File: config.mk
export PLATFORM = sky130hd
export DESIGN_NAME = round_robin_id_allocator_core
export DESIGN_NICKNAME = d
export VERILOG_FILES = /design/src/design/rria_pkg.sv /design/src/design/round_robin_id_allocator_core.sv /design/src/design/rria_ram.sv /design/src/design/rria_word_pick.sv
export SDC_FILE = /design/constraint.sdc
export NUM_CORES = 1
export LEC_CHECK = 0
export ABC_AREA = 1
export BUFFER_PORTS_ARGS = -buffer_cell sky130_fd_sc_hd__buf_2
export CORE_ASPECT_RATIO = 0.6
export CORE_MARGIN = 10
export CORE_UTILIZATION = 30
export DETAILED_ROUTE_END_ITERATION = 12
export GPL_TIMING_DRIVEN = 0
export PLACE_DENSITY = 0.55
export SETUP_SLACK_MARGIN = 0.1
export SLEW_MARGIN = 20
export SYNTH_ARGS = -nofsm -noshare
export SYNTH_HDL_FRONTEND = slang
export SYNTH_SLANG_ARGS = --single-unit
File: constraint.sdc
create_clock -name clock -period 9.2 [get_ports clock]
set_input_delay 1.38 -clock clock [delete_from_list [all_inputs] [get_ports clock]]
set_output_delay 1.38 -clock clock [all_outputs]
set_load 0.03 [all_outputs]
File: src/design/rria_pkg.sv
package rria_pkg;

   // Identifier and count fields are nine bits wide.
   localparam int ID_W = 9;
   // The used map is held as 32-bit memory words.
   localparam int WORD_W = 32;
   localparam int BIT_W = 5;
   // Bits of an identifier that select its memory word.
   localparam int WN_W = ID_W - BIT_W;

   localparam int MAX_IDS_DEFAULT = 256;
   localparam logic [ID_W-1:0] MAX_INDEX_RESET = 9'd256;

   // Request kinds carried on req_type.
   localparam logic REQ_ALLOC   = 1'b0;
   localparam logic REQ_RELEASE = 1'b1;

   // Byte address of the max_index register.
   localparam logic [1:0] MAX_INDEX_ADDR = 2'd0;

   // Which part of a memory word a scan read covers.
   typedef enum logic [1:0] {
      PH_FIRST,
      PH_MID,
      PH_FINAL
   } phase_type;

   typedef struct packed {
      logic             found;
      logic [BIT_W-1:0] bit_idx;
   } pick_type;

   // Next identifier after id, wrapping from m back to 1.
   function automatic logic [ID_W-1:0] advance(input logic [ID_W-1:0] id,
                                               input logic [ID_W-1:0] m);
      if (id >= m) begin
         advance = ID_W'(1);
      end else begin
         advance = id + ID_W'(1);
      end
   endfunction

endpackage

File: src/design/round_robin_id_allocator_core.sv
// Round robin identifier allocator.
// Request channel (req_valid, req_stall, req_type, req_release_id): a beat
// with req_type 0 allocates the next free identifier at or after the cursor,
// wrapping from the maximum back to 1; req_type 1 releases req_release_id.
// Result channel (rsp_valid, rsp_stall): exactly one beat per request, with
// the granted identifier (0 when none is free or for a release) and the
// count of identifiers in use after the request.
// The used map sits in a single-port-read memory of 32-bit words, one bit
// per identifier. An allocation reads one word a cycle from the cursor's
// word onwards and picks the lowest free bit; the search ends at the first
// hit or after revisiting the starting word. A release reads one word.
// Requests are handled one at a time; req_stall is high while one is open.
// A finished result is held in the output register, so a new request is
// taken while a result waits; a result that is still stalled holds the
// next one back. Reset clears a valid flag per memory word, so the map reads
// as empty at once with no clearing pass; the cursor returns to 1, the count
// to 0 and max_index to 256. max_index is written over the csr_ port.
module round_robin_id_allocator_core #(
   parameter int MAX_IDS = rria_pkg::MAX_IDS_DEFAULT
) (
   input  logic                      clock,
   input  logic                      reset,
   input  logic                      req_valid,
   output logic                      req_stall,
   input  logic                      req_type,
   input  logic [rria_pkg::ID_W-1:0] req_release_id,
   output logic                      rsp_valid,
   input  logic                      rsp_stall,
   output logic [rria_pkg::ID_W-1:0] rsp_granted_id,
   output logic [rria_pkg::ID_W-1:0] rsp_used_count,
   input  logic                      csr_psel,
   input  logic                      csr_penable,
   input  logic                      csr_pwrite,
   input  logic [1:0]                csr_paddr,
   input  logic [31:0]               csr_pwdata,
   output logic [31:0]               csr_prdata,
   output logic                      csr_pready
);

   localparam int ID_W = rria_pkg::ID_W;
   localparam int WORD_W = rria_pkg::WORD_W;
   localparam int BIT_W = rria_pkg::BIT_W;
   localparam int WN_W = rria_pkg::WN_W;
   // The fields cannot name an identifier above this.
   localparam int ID_LIMIT = (MAX_IDS > (1 << ID_W) - 1) ? (1 << ID_W) - 1 : MAX_IDS;
   localparam int WORDS = ID_LIMIT / WORD_W + 1;
   localparam int AW = (WORDS > 1) ? $clog2(WORDS) : 1;

   typedef enum logic [1:0] {
      ST_IDLE,
      ST_SCAN,
      ST_REL,
      ST_FIN
   } state_type;

   state_type           state_ff, state_in;
   logic [ID_W-1:0]     max_index_ff, max_index_in;
   logic [ID_W-1:0]     cursor_ff, cursor_in;
   logic [ID_W-1:0]     count_ff, count_in;
   logic [WORDS-1:0]    row_valid_ff, row_valid_in;
   logic [ID_W-1:0]     m_ff, m_in;
   logic [ID_W-1:0]     start_ff, start_in;
   logic [ID_W-1:0]     rid_ff, rid_in;
   logic                issue_on_ff, issue_on_in;
   logic [AW-1:0]       issue_word_ff, issue_word_in;
   rria_pkg::phase_type issue_phase_ff, issue_phase_in;
   logic                ev_valid_ff, ev_valid_in;
   logic [AW-1:0]       ev_word_ff, ev_word_in;
   rria_pkg::phase_type ev_phase_ff, ev_phase_in;
   logic                pend_wr_ff, pend_wr_in;
   logic [AW-1:0]       pend_addr_ff, pend_addr_in;
   logic [WORD_W-1:0]   pend_data_ff, pend_data_in;
   logic [ID_W-1:0]     pend_grant_ff, pend_grant_in;
   logic [ID_W-1:0]     pend_count_ff, pend_count_in;
   logic [ID_W-1:0]     pend_cursor_ff, pend_cursor_in;
   logic                rsp_valid_ff, rsp_valid_in;
   logic [ID_W-1:0]     rsp_grant_ff, rsp_grant_in;
   logic [ID_W-1:0]     rsp_count_ff, rsp_count_in;

   logic                ram_rd_en, ram_wr_en;
   logic [AW-1:0]       ram_rd_addr;
   logic [WORD_W-1:0]   ram_rd_data;
   logic [WORD_W-1:0]   scan_data;
   rria_pkg::pick_type  pick;

   logic                req_accept, csr_write, out_free;
   logic [ID_W-1:0]     eff_max, req_start;
   logic [AW-1:0]       start_word, last_word, next_word, rel_word;
   logic                req_rel_ok, rel_ok, rel_hit;
   logic [ID_W-1:0]     found_id;
   logic [WORD_W-1:0]   found_bit, rel_bit;

   assign req_stall  = (state_ff != ST_IDLE);
   assign req_accept = req_valid && !req_stall;
   assign csr_write  = csr_psel && csr_penable && csr_pwrite && csr_pready;
   assign out_free   = !rsp_valid_ff || !rsp_stall;

   assign csr_pready = 1'b1;
   assign csr_prdata = (csr_paddr == rria_pkg::MAX_INDEX_ADDR) ? 32'(max_index_ff) : 32'd0;

   // Effective maximum: a value of 0 acts as 1, and nothing beyond the
   // configured capacity is handed out.
   always_comb begin
      if (max_index_ff == '0) begin
         eff_max = ID_W'(1);
      end else if (max_index_ff > ID_W'(ID_LIMIT)) begin
         eff_max = ID_W'(ID_LIMIT);
      end else begin
         eff_max = max_index_ff;
      end
   end

   // A cursor left outside 1..max by a lowered maximum restarts at 1.
   assign req_start  = (cursor_ff == '0 || cursor_ff > eff_max) ? ID_W'(1) : cursor_ff;
   assign req_rel_ok = (req_release_id != '0) && (req_release_id <= eff_max);

   assign start_word = start_ff[BIT_W +: AW];
   assign last_word  = m_ff[BIT_W +: AW];
   assign next_word  = (issue_word_ff == last_word) ? '0 : issue_word_ff + AW'(1);

   // Words never written since reset read as all free.
   assign scan_data = row_valid_ff[ev_word_ff] ? ram_rd_data : '0;

   rria_word_pick u_pick (
      .word_data (scan_data),
      .word_num  (WN_W'(ev_word_ff)),
      .phase     (ev_phase_ff),
      .start_bit (start_ff[BIT_W-1:0]),
      .max_id    (m_ff),
      .pick      (pick)
   );

   assign found_id  = {WN_W'(ev_word_ff), pick.bit_idx};
   assign found_bit = WORD_W'(1) << pick.bit_idx;

   assign rel_ok   = (rid_ff != '0) && (rid_ff <= m_ff);
   assign rel_word = rid_ff[BIT_W +: AW];
   assign rel_bit  = WORD_W'(1) << rid_ff[BIT_W-1:0];
   assign rel_hit  = rel_ok && row_valid_ff[rel_word] && ((ram_rd_data & rel_bit) != '0);

   assign ram_wr_en = (state_ff == ST_FIN) && out_free && pend_wr_ff;

   always_comb begin
      state_in       = state_ff;
      max_index_in   = max_index_ff;
      cursor_in      = cursor_ff;
      count_in       = count_ff;
      row_valid_in   = row_valid_ff;
      m_in           = m_ff;
      start_in       = start_ff;
      rid_in         = rid_ff;
      issue_on_in    = issue_on_ff;
      issue_word_in  = issue_word_ff;
      issue_phase_in = issue_phase_ff;
      ev_valid_in    = 1'b0;
      ev_word_in     = ev_word_ff;
      ev_phase_in    = ev_phase_ff;
      pend_wr_in     = pend_wr_ff;
      pend_addr_in   = pend_addr_ff;
      pend_data_in   = pend_data_ff;
      pend_grant_in  = pend_grant_ff;
      pend_count_in  = pend_count_ff;
      pend_cursor_in = pend_cursor_ff;
      rsp_valid_in   = rsp_valid_ff && rsp_stall;
      rsp_grant_in   = rsp_grant_ff;
      rsp_count_in   = rsp_count_ff;
      ram_rd_en      = 1'b0;
      ram_rd_addr    = '0;

      if (csr_write && csr_paddr == rria_pkg::MAX_INDEX_ADDR) begin
         max_index_in = csr_pwdata[ID_W-1:0];
      end

      unique case (state_ff)
         ST_IDLE: begin
            if (req_accept) begin
               m_in     = eff_max;
               start_in = req_start;
               rid_in   = req_release_id;
               if (req_type == rria_pkg::REQ_RELEASE) begin
                  // Fetch the word holding the identifier to release.
                  ram_rd_en   = req_rel_ok;
                  ram_rd_addr = req_release_id[BIT_W +: AW];
                  state_in    = ST_REL;
               end else begin
                  issue_on_in    = 1'b1;
                  issue_word_in  = req_start[BIT_W +: AW];
                  issue_phase_in = rria_pkg::PH_FIRST;
                  state_in       = ST_SCAN;
               end
            end
         end
         ST_SCAN: begin
            // One word is read per cycle while the previously read word
            // is searched. The search wraps through word 0 and finishes on
            // the low bits of the starting word.
            if (issue_on_ff) begin
               ram_rd_en   = 1'b1;
               ram_rd_addr = issue_word_ff;
               ev_valid_in = 1'b1;
               ev_word_in  = issue_word_ff;
               ev_phase_in = issue_phase_ff;
               if (issue_phase_ff == rria_pkg::PH_FINAL) begin
                  issue_on_in = 1'b0;
               end else begin
                  issue_word_in  = next_word;
                  issue_phase_in = (next_word == start_word) ? rria_pkg::PH_FINAL
                                                             : rria_pkg::PH_MID;
               end
            end
            if (ev_valid_ff) begin
               if (pick.found) begin
                  pend_wr_in     = 1'b1;
                  pend_addr_in   = ev_word_ff;
                  pend_data_in   = scan_data | found_bit;
                  pend_grant_in  = found_id;
                  pend_count_in  = count_ff + ID_W'(1);
                  pend_cursor_in = rria_pkg::advance(found_id, m_ff);
                  issue_on_in    = 1'b0;
                  ev_valid_in    = 1'b0;
                  state_in       = ST_FIN;
               end else if (ev_phase_ff == rria_pkg::PH_FINAL) begin
                  // Every identifier is taken: the cursor still moves on.
                  pend_wr_in     = 1'b0;
                  pend_grant_in  = '0;
                  pend_count_in  = count_ff;
                  pend_cursor_in = rria_pkg::advance(start_ff, m_ff);
                  issue_on_in    = 1'b0;
                  ev_valid_in    = 1'b0;
                  state_in       = ST_FIN;
               end
            end
         end
         ST_REL: begin
            // A release of an identifier out of range or not in use changes
            // nothing.
            pend_wr_in     = rel_hit;
            pend_addr_in   = rel_word;
            pend_data_in   = ram_rd_data & ~rel_bit;
            pend_grant_in  = '0;
            pend_count_in  = (rel_hit && count_ff != '0) ? count_ff - ID_W'(1) : count_ff;
            pend_cursor_in = cursor_ff;
            state_in       = ST_FIN;
         end
         ST_FIN: begin
            // The map, cursor and count are committed together with loading
            // the result, so the next request sees the updated state.
            if (out_free) begin
               rsp_valid_in = 1'b1;
               rsp_grant_in = pend_grant_ff;
               rsp_count_in = pend_count_ff;
               count_in     = pend_count_ff;
               cursor_in    = pend_cursor_ff;
               if (pend_wr_ff) begin
                  row_valid_in[pend_addr_ff] = 1'b1;
               end
               state_in = ST_IDLE;
            end
         end
         default: begin
            state_in = ST_IDLE;
         end
      endcase
   end

   always_ff @(posedge clock) begin
      if (reset) begin
         state_ff     <= ST_IDLE;
         max_index_ff <= rria_pkg::MAX_INDEX_RESET;
         cursor_ff    <= ID_W'(1);
         count_ff     <= '0;
         row_valid_ff <= '0;
         issue_on_ff  <= 1'b0;
         ev_valid_ff  <= 1'b0;
         pend_wr_ff   <= 1'b0;
         rsp_valid_ff <= 1'b0;
      end else begin
         state_ff     <= state_in;
         max_index_ff <= max_index_in;
         cursor_ff    <= cursor_in;
         count_ff     <= count_in;
         row_valid_ff <= row_valid_in;
         issue_on_ff  <= issue_on_in;
         ev_valid_ff  <= ev_valid_in;
         pend_wr_ff   <= pend_wr_in;
         rsp_valid_ff <= rsp_valid_in;
      end
      m_ff           <= m_in;
      start_ff       <= start_in;
      rid_ff         <= rid_in;
      issue_word_ff  <= issue_word_in;
      issue_phase_ff <= issue_phase_in;
      ev_word_ff     <= ev_word_in;
      ev_phase_ff    <= ev_phase_in;
      pend_addr_ff   <= pend_addr_in;
      pend_data_ff   <= pend_data_in;
      pend_grant_ff  <= pend_grant_in;
      pend_count_ff  <= pend_count_in;
      pend_cursor_ff <= pend_cursor_in;
      rsp_grant_ff   <= rsp_grant_in;
      rsp_count_ff   <= rsp_count_in;
   end

   rria_ram #(
      .WIDTH (WORD_W),
      .DEPTH (WORDS)
   ) u_map (
      .clock   (clock),
      .wr_en   (ram_wr_en),
      .wr_addr (pend_addr_ff),
      .wr_data (pend_data_ff),
      .rd_en   (ram_rd_en),
      .rd_addr (ram_rd_addr),
      .rd_data (ram_rd_data)
   );

   assign rsp_valid      = rsp_valid_ff;
   assign rsp_granted_id = rsp_grant_ff;
   assign rsp_used_count = rsp_count_ff;

`ifndef SYNTH
   // The count of identifiers in use only ever moves by one per request.
   a_count_step: assert property (@(posedge clock) disable iff (reset)
      (!$past(reset) && count_ff != $past(count_ff)) |->
      (count_ff == $past(count_ff) + ID_W'(1) || count_ff == $past(count_ff) - ID_W'(1)))
      else $error("used count moved by more than one");

   // A granted identifier is counted in the same beat that carries it out.
   a_grant_counts: assert property (@(posedge clock) disable iff (reset)
      (state_ff == ST_FIN && out_free && pend_grant_ff != '0) |=>
      (count_ff == $past(count_ff) + ID_W'(1) && rsp_used_count == count_ff))
      else $error("grant not reflected in used count");

   // Scan results are only evaluated while an allocation is searching.
   a_scan_owned: assert property (@(posedge clock) disable iff (reset)
      ev_valid_ff |-> (state_ff == ST_SCAN && !ram_wr_en))
      else $error("scan data outside an allocation");
`endif

endmodule

File: src/design/rria_ram.sv
module rria_ram #(
   parameter int WIDTH = 32,
   parameter int DEPTH = 9
) (
   input  logic                                      clock,
   input  logic                                      wr_en,
   input  logic [(DEPTH > 1 ? $clog2(DEPTH) : 1)-1:0] wr_addr,
   input  logic [WIDTH-1:0]                          wr_data,
   input  logic                                      rd_en,
   input  logic [(DEPTH > 1 ? $clog2(DEPTH) : 1)-1:0] rd_addr,
   output logic [WIDTH-1:0]                          rd_data
);

   logic [WIDTH-1:0] mem [DEPTH];
   logic [WIDTH-1:0] rd_data_ff;

   always_ff @(posedge clock) begin
      if (wr_en) begin
         mem[wr_addr] <= wr_data;
      end
      if (rd_en) begin
         rd_data_ff <= mem[rd_addr];
      end
   end

   assign rd_data = rd_data_ff;

endmodule

File: src/design/rria_word_pick.sv
module rria_word_pick (
   input  logic [rria_pkg::WORD_W-1:0] word_data,
   input  logic [rria_pkg::WN_W-1:0]   word_num,
   input  rria_pkg::phase_type         phase,
   input  logic [rria_pkg::BIT_W-1:0]  start_bit,
   input  logic [rria_pkg::ID_W-1:0]   max_id,
   output rria_pkg::pick_type          pick
);

   logic [rria_pkg::WORD_W-1:0] free_mask;

   // An identifier is a candidate when it is free, lies in 1..max_id and
   // belongs to the part of the word that this read is meant to cover.
   always_comb begin
      logic [rria_pkg::ID_W-1:0]  id;
      logic [rria_pkg::BIT_W-1:0] b;
      logic                       part_ok;
      for (int i = 0; i < rria_pkg::WORD_W; i++) begin
         b  = rria_pkg::BIT_W'(i);
         id = {word_num, b};
         case (phase)
            rria_pkg::PH_FIRST: part_ok = (b >= start_bit);
            rria_pkg::PH_FINAL: part_ok = (b < start_bit);
            default:            part_ok = 1'b1;
         endcase
         free_mask[i] = !word_data[i] && (id != '0) && (id <= max_id) && part_ok;
      end
   end

   always_comb begin
      pick.found   = 1'b0;
      pick.bit_idx = '0;
      for (int i = rria_pkg::WORD_W - 1; i >= 0; i--) begin
         if (free_mask[i]) begin
            pick.found   = 1'b1;
            pick.bit_idx = rria_pkg::BIT_W'(i);
         end
      end
   end

endmodule
==> results_dict.tcl, run 1 <==
set metrics [dict create \
    post-dp-hpwl_um 63500 \
    power.share.sequential_pct 45.9 \
    critPathArrivalTime_ns 6.19 \
    p_total_mw 7.11 \
    grt_use_met1_pct 27.9 \
    fin_cells 3577 \
    setup_slack_ns 3.34 \
    antenna_found_initial 5 \
    dp_slack_ns 3.63 \
    path_delay_family "simple AND/OR/NAND/NOR gates" \
    synth_area_sq_um 23600 \
    synth_ff_type "edfxtp_1" \
    dp_cells 3490 \
    hold_violations 0 \
    status "completed" \
    vias 18600 \
    leakagePower_nw 10.3 \
    synth_top_area_cell "edfxtp_1" \
    tritoncts "done" \
    drc 0 \
    drive_above_1_share_pct 10.6 \
    startpoint_type "flop" \
    dieArea_sq_um 90700 \
    vias_per_cell 5.21 \
    cts_setup_buffers 0 \
    synth_edf_count 440 \
    reg2reg_setup_slack_ns 3.34 \
    reg2reg_from "ev_phase_ff[1]" \
    critical_path_depth 39 \
    ctsResizeCount 0 \
    place_area_sq_um 25700 \
    switching_share_pct 36.0 \
    grt_use_met3_pct 5.82 \
    fp.dieH_um 237 \
    syn_to_final_growth_pct 15.6 \
    clkLatencyLatePin_ns 0.63 \
    ys.warnings.count 0 \
    synth_area_leaders "edfxtp_1, nand2_1, inv_1" \
    finClkSkew_ns 0.0278 \
    slew_headroom_pct 26.9 \
    critPathKind "flop to flop" \
    port_buffers 56 \
    hp-class "flop to flop" \
    synth_cell_types 67 \
    drt_first_pass_iters 7 \
    p_per_area_nw_per_um2 261 \
    p_clk_share_pct 28.0 \
    worst_pin_slew_ns 1.10 \
    coreArea_sq_um 77800 \
    rows 79 \
    clock_path_buffers 3 \
    r2r-end "pend_cursor_ff[0]" \
    worstSetupStartpoint "ev_phase_ff[1]" \
    crit_end "pend_cursor_ff[0]" \
    period_share_pct 63.7 \
    grt_pass1_wl_um 119000 \
    p_sw_mw 2.56 \
    grt_use_met2_pct 22.1 \
    synthCells 2340 \
    clock_sink_count 482 \
    ys_seq_elements 482 \
    syn_avg_cell_area_sq_um 10.1 \
    maxCapViolCount 0 \
    grt.busiest_layer "met1" \
    post_drt_wl_per_cell_um 23.1 \
    layout_commonest_cell "edfxtp_1" \
    h-tree-depth 2 \
    cts_buffers 46 \
    crit_path_max_incr_delay_ns 0.84 \
    setup_violations 0 \
    grt_max_degree 30 \
    max_freq_mhz 171 \
    place_congestion 0.993 \
    ir_drop_v 0.000143 \
    first_global_vias 17500 \
    yosysTopAreaCellShare_pct 55.9 \
    cts.clk_slew.worst_paths_ns 0.08 \
    cp-end-kind "flop" \
    initial_core_util_pct 30.4 \
    grt.total_usage_pct 17.5 \
    rsz0062_at_grt "no" \
    layout.nets 2596 \
    fin_crit_ns 5.86 \
    design_area_sq_um 27300 \
    overflow 0 \
    cts_root_buffer "clkbuf_16" \
    combPwrFrac_pct 26.1 \
    die_w_um 382 \
    slew_violations 0 \
    hold_slack_ns 0.413 \
    ctsHoldBuffers 0 \
    async_flop_share_pct 0 \
    cp_common_cell "nand2_1" \
    cp.required_ns 9.53 \
    fin_setup_tns_ns 0 \
    crit_slowest_cell "edfxtp_1" \
    ff2ff_path_depth 39 \
    most-common-layout-cells "edfxtp_1, nand2_1, inv_1" \
    worstPathMaxFanout 10 \
    p_int_mw 4.55 \
    drt-initial-drc-count 2379 \
    io_pins 104 \
    critPathBufInv 5 \
    final_util_pct 35.1 \
    synth_seq_area_share_pct 59.5 \
    drt-total-wl_um 82700 \
    antenna_left 0 \
]
worst min-delay path by stage:
| stage | start | to | slack [ns] | cells after the start |
|---|---|---|---|---|
| detailed placement | pend_grant_ff[5] | rsp_granted_id[5] | 0.41 | 0 |
| floorplan | pend_grant_ff[0] | rsp_granted_id[0] | 0.40 | 0 |
| global route | pend_grant_ff[4] | rsp_granted_id[4] | 0.42 | 0 |
| finish | pend_grant_ff[4] | rsp_granted_id[4] | 0.41 | 0 |
| CTS | pend_grant_ff[4] | rsp_granted_id[4] | 0.42 | 0 |
| global placement | pend_grant_ff[4] | rsp_granted_id[4] | 0.41 | 0 |
area by class of cell:
class | count | area (sq um)
Sequential cell | 482 | 14100
Buffer | 126 | 632
Clock buffer | 58 | 1250
Fill cell | 7802 | 50500
Timing Repair Buffer | 75 | 611
Inverter | 325 | 1230
Tap cell | 1053 | 1320
Antenna cell | 5 | 12.5
Clock inverter | 24 | 314
Multi-Input combinational cell | 1429 | 7890
cell families after synthesis:
kind of cell | Yosys count | synth area share (%)
xor gates and xnor gates | 23 | 0.853
adders and majority gates | 60 | 3.18
muxes | 13 | 0.551
other | 2 | 0.0318
buffers and inverters | 451 | 7.88
and+or+nand+nor | 768 | 14.5
DFF | 482 | 59.5
AOI/OAI and AO/OA | 541 | 13.5
state kept, by name, summed over array words and instances, names as in the netlist, 2 cells and up:
name	count
pend_data_ff	32
cursor_ff	9
rsp_granted_id	9
m_ff	9
ev_phase_ff	2
rid_ff	9
count_ff	9
state_ff	2
issue_word_ff	4
pend_cursor_ff	9
pend_count_ff	9
u_map.mem	288
u_map.rd_data	32
max_index_ff	9
start_ff	9
pend_addr_ff	4
row_valid_ff	9
pend_grant_ff	9
rsp_used_count	9
issue_phase_ff	2
ev_word_ff	4
synthesized netlist by cell type (15+ instances only):
cell / count
nor3_1: 22
inv_2: 19
inv_1: 300
dfxtp_1: 42
o21ai_0: 212
nor2_1: 176
edfxtp_1: 440
nand4_1: 35
nand3_1: 175
a21oi_1: 145
a31oi_1: 29
nand2_1: 317
o2111ai_1: 15
ha_1: 60
buf_4: 28
xor2_1: 18
clkbuf_1: 82
o211ai_1: 69
layer usage:
metal	routed length, um	vias to the layer above
li1	-	8476
met1	40900	9139
met2	30500	918
met3	9950	98
met4	1300	0
met5	0	-
power groups by stage:
stage / logic (mW) / registers, mW / clock network (mW)
after CTS: 1.82 / 3.26 / 2.02
after floorplan: 1.11 / 3.15 / 0
final: 1.86 / 3.27 / 1.99
after global placement: 1.72 / 3.30 / 0
after detailed placement: 1.81 / 3.30 / 0
after global routing: 2.02 / 3.29 / 2.11
Power figures use the tool's default switching activity.
==> run 2: changes to the inputs <==
==> constraint.sdc (replaced) <==
create_clock -name clock -period 5.93 [get_ports clock]
set_input_delay 0.8895 -clock clock [delete_from_list [all_inputs] [get_ports clock]]
set_output_delay 0.8895 -clock clock [all_outputs]
set_load 0.03 [all_outputs]
==> results_dict.tcl, run 2 (same netlist as run 1, synthesis figures left out) <==
set metrics [dict create \
    slew_violations 0 \
    design_area_sq_um 27400 \
    max_freq_mhz 179 \
    layout_commonest_cell "edfxtp_1" \
    clock_sink_count 482 \
    crit_end "pend_cursor_ff[0]" \
    most-common-layout-cells "edfxtp_1, nand2_1, inv_1" \
    hold_violations 0 \
    cts_buffers 46 \
    layout.nets 2607 \
    h-tree-depth 2 \
    vias 18700 \
    hp-class "flop to flop" \
    drt_first_pass_iters 7 \
    post_drt_wl_per_cell_um 23.0 \
    clock_path_buffers 3 \
    dieArea_sq_um 90700 \
    fin_crit_ns 5.59 \
    drc 0 \
    cp.required_ns 6.25 \
    setup_violations 0 \
    coreArea_sq_um 77800 \
    finClkSkew_ns 0.0335 \
    crit_path_max_incr_delay_ns 0.50 \
    die_w_um 382 \
    p_per_area_nw_per_um2 403 \
    place_area_sq_um 25700 \
    rows 79 \
    rsz0062_at_grt "yes" \
    startpoint_type "flop" \
    cp-end-kind "flop" \
    critPathKind "flop to flop" \
    syn_to_final_growth_pct 16.2 \
    post-dp-hpwl_um 63500 \
    antenna_found_initial 5 \
    first_global_vias 17500 \
    maxCapViolCount 0 \
    fp.dieH_um 237 \
    clkLatencyLatePin_ns 0.63 \
    place_congestion 0.993 \
    grt_pass1_wl_um 119000 \
    drt-initial-drc-count 2458 \
    cts_root_buffer "clkbuf_16" \
    final_util_pct 35.3 \
    antenna_left 0 \
    io_pins 104 \
    grt_max_degree 30 \
    tritoncts "done" \
    status "completed" \
    largest_reg_flops 288 \
    initial_core_util_pct 30.4 \
    critPathArrivalTime_ns 5.91 \
    cts.clk_slew.worst_paths_ns 0.08 \
    period_share_pct 94.2 \
    port_buffers 56 \
    ctsHoldBuffers 0 \
    setup_slack_ns 0.344 \
    r2r-end "pend_cursor_ff[0]" \
    drive_above_1_share_pct 11.3 \
    reg2reg_setup_slack_ns 0.34 \
    slew_headroom_pct 25.1 \
    n_fill_cell 7788 \
    crit_slowest_cell "clkbuf_1" \
    ff2ff_path_depth 28 \
    grt.total_usage_pct 17.5 \
    ir_drop_v 0.000224 \
    worstSetupStartpoint "m_ff[5]" \
    leakagePower_nw 10.3 \
    dp_slack_ns 0.358 \
    reg2reg_from "m_ff[5]" \
    overflow 0 \
    worstPathMaxFanout 10 \
    vias_per_cell 5.21 \
    drt-total-wl_um 82600 \
    worst_pin_slew_ns 1.12 \
    top_register "u_map.mem" \
]
[run 2: changes by cell type in the layout (fill, tap and decap cells not counted), moves of 2 or more]
cell / before / now
buf_4: 29 / 39
diode_2: 5 / 2
inv_1: 299 / 297
nor2_1: 167 / 164
nor2_4: 12 / 14
[run 2: critical path: cells and delay by family (launching register included)]
kind            cells  cell delay [ns]
compound gates      5             0.71
flops               1             0.48
fa+ha+maj           2             0.81
buf+inv             8             1.21
simple gates       13             2.05
[run 2: where the power goes]
part	switching [mW]	internal, mW
Sequential	0.520	4.54
Combinational	2.11	0.811
Clock	1.35	1.73
[run 2: stage by stage]
| step | instances | setup TNS (ns) | power, mW | hold slack, ns |
|---|---|---|---|---|
| 6_report | 3585 | 0 | 11.1 | 0.413 |
| 3_5_place_dp | 3490 | 0 | 7.92 | 0.406 |
| 2_1_floorplan | 2362 | 0 | 6.61 | 0.400 |
| 3_3_place_gp | 3471 | -90.74 | 7.79 | 0.413 |
| 5_1_grt | 3583 | 0 | 11.5 | 0.423 |
| 4_1_cts | 3572 | 0 | 11.0 | 0.419 |
[run 2: how the worst min path moves through the flow]
stage,start,end,depth (start not counted)
floorplan,pend_grant_ff[0],rsp_granted_id[0],0
global placement,pend_grant_ff[4],rsp_granted_id[4],0
detailed placement,pend_grant_ff[5],rsp_granted_id[5],0
CTS,pend_grant_ff[4],rsp_granted_id[4],0
global route,pend_grant_ff[4],rsp_granted_id[4],0
finish,pend_grant_ff[4],rsp_granted_id[4],0
[run 2: timing repair]
action | CTS | global route
buffers inserted | 0 | 11
resized for setup | 0 | 14
setup endpoints to repair | 0 | 8
hold endpoints to repair | 0 | 0
[run 2: final cells by class]
| type | instances | area, sq um | share of cell area [%] |
|---|---|---|---|
| Antenna cell | 2 | 5.00 | 0.0182 |
| Buffer | 126 | 639 | 2.33 |
| Clock buffer | 58 | 1250 | 4.55 |
| Clock inverter | 24 | 314 | 1.14 |
| Inverter | 325 | 1230 | 4.50 |
| Multi-Input combinational cell | 1429 | 7930 | 28.9 |
| Sequential cell | 482 | 14100 | 51.2 |
| Tap cell | 1053 | 1320 | 4.80 |
| Timing Repair Buffer | 86 | 706 | 2.57 |
[run 2: metal layers]
metal / share of wire [%] / track usage [%] / vias up
met5: 0.016 / 0 / -
met4: 1.6 / 3.46 / 2
met3: 12 / 5.82 / 100
met2: 37 / 22.1 / 907
met1: 50 / 27.9 / 9161
li1: - / - / 8499
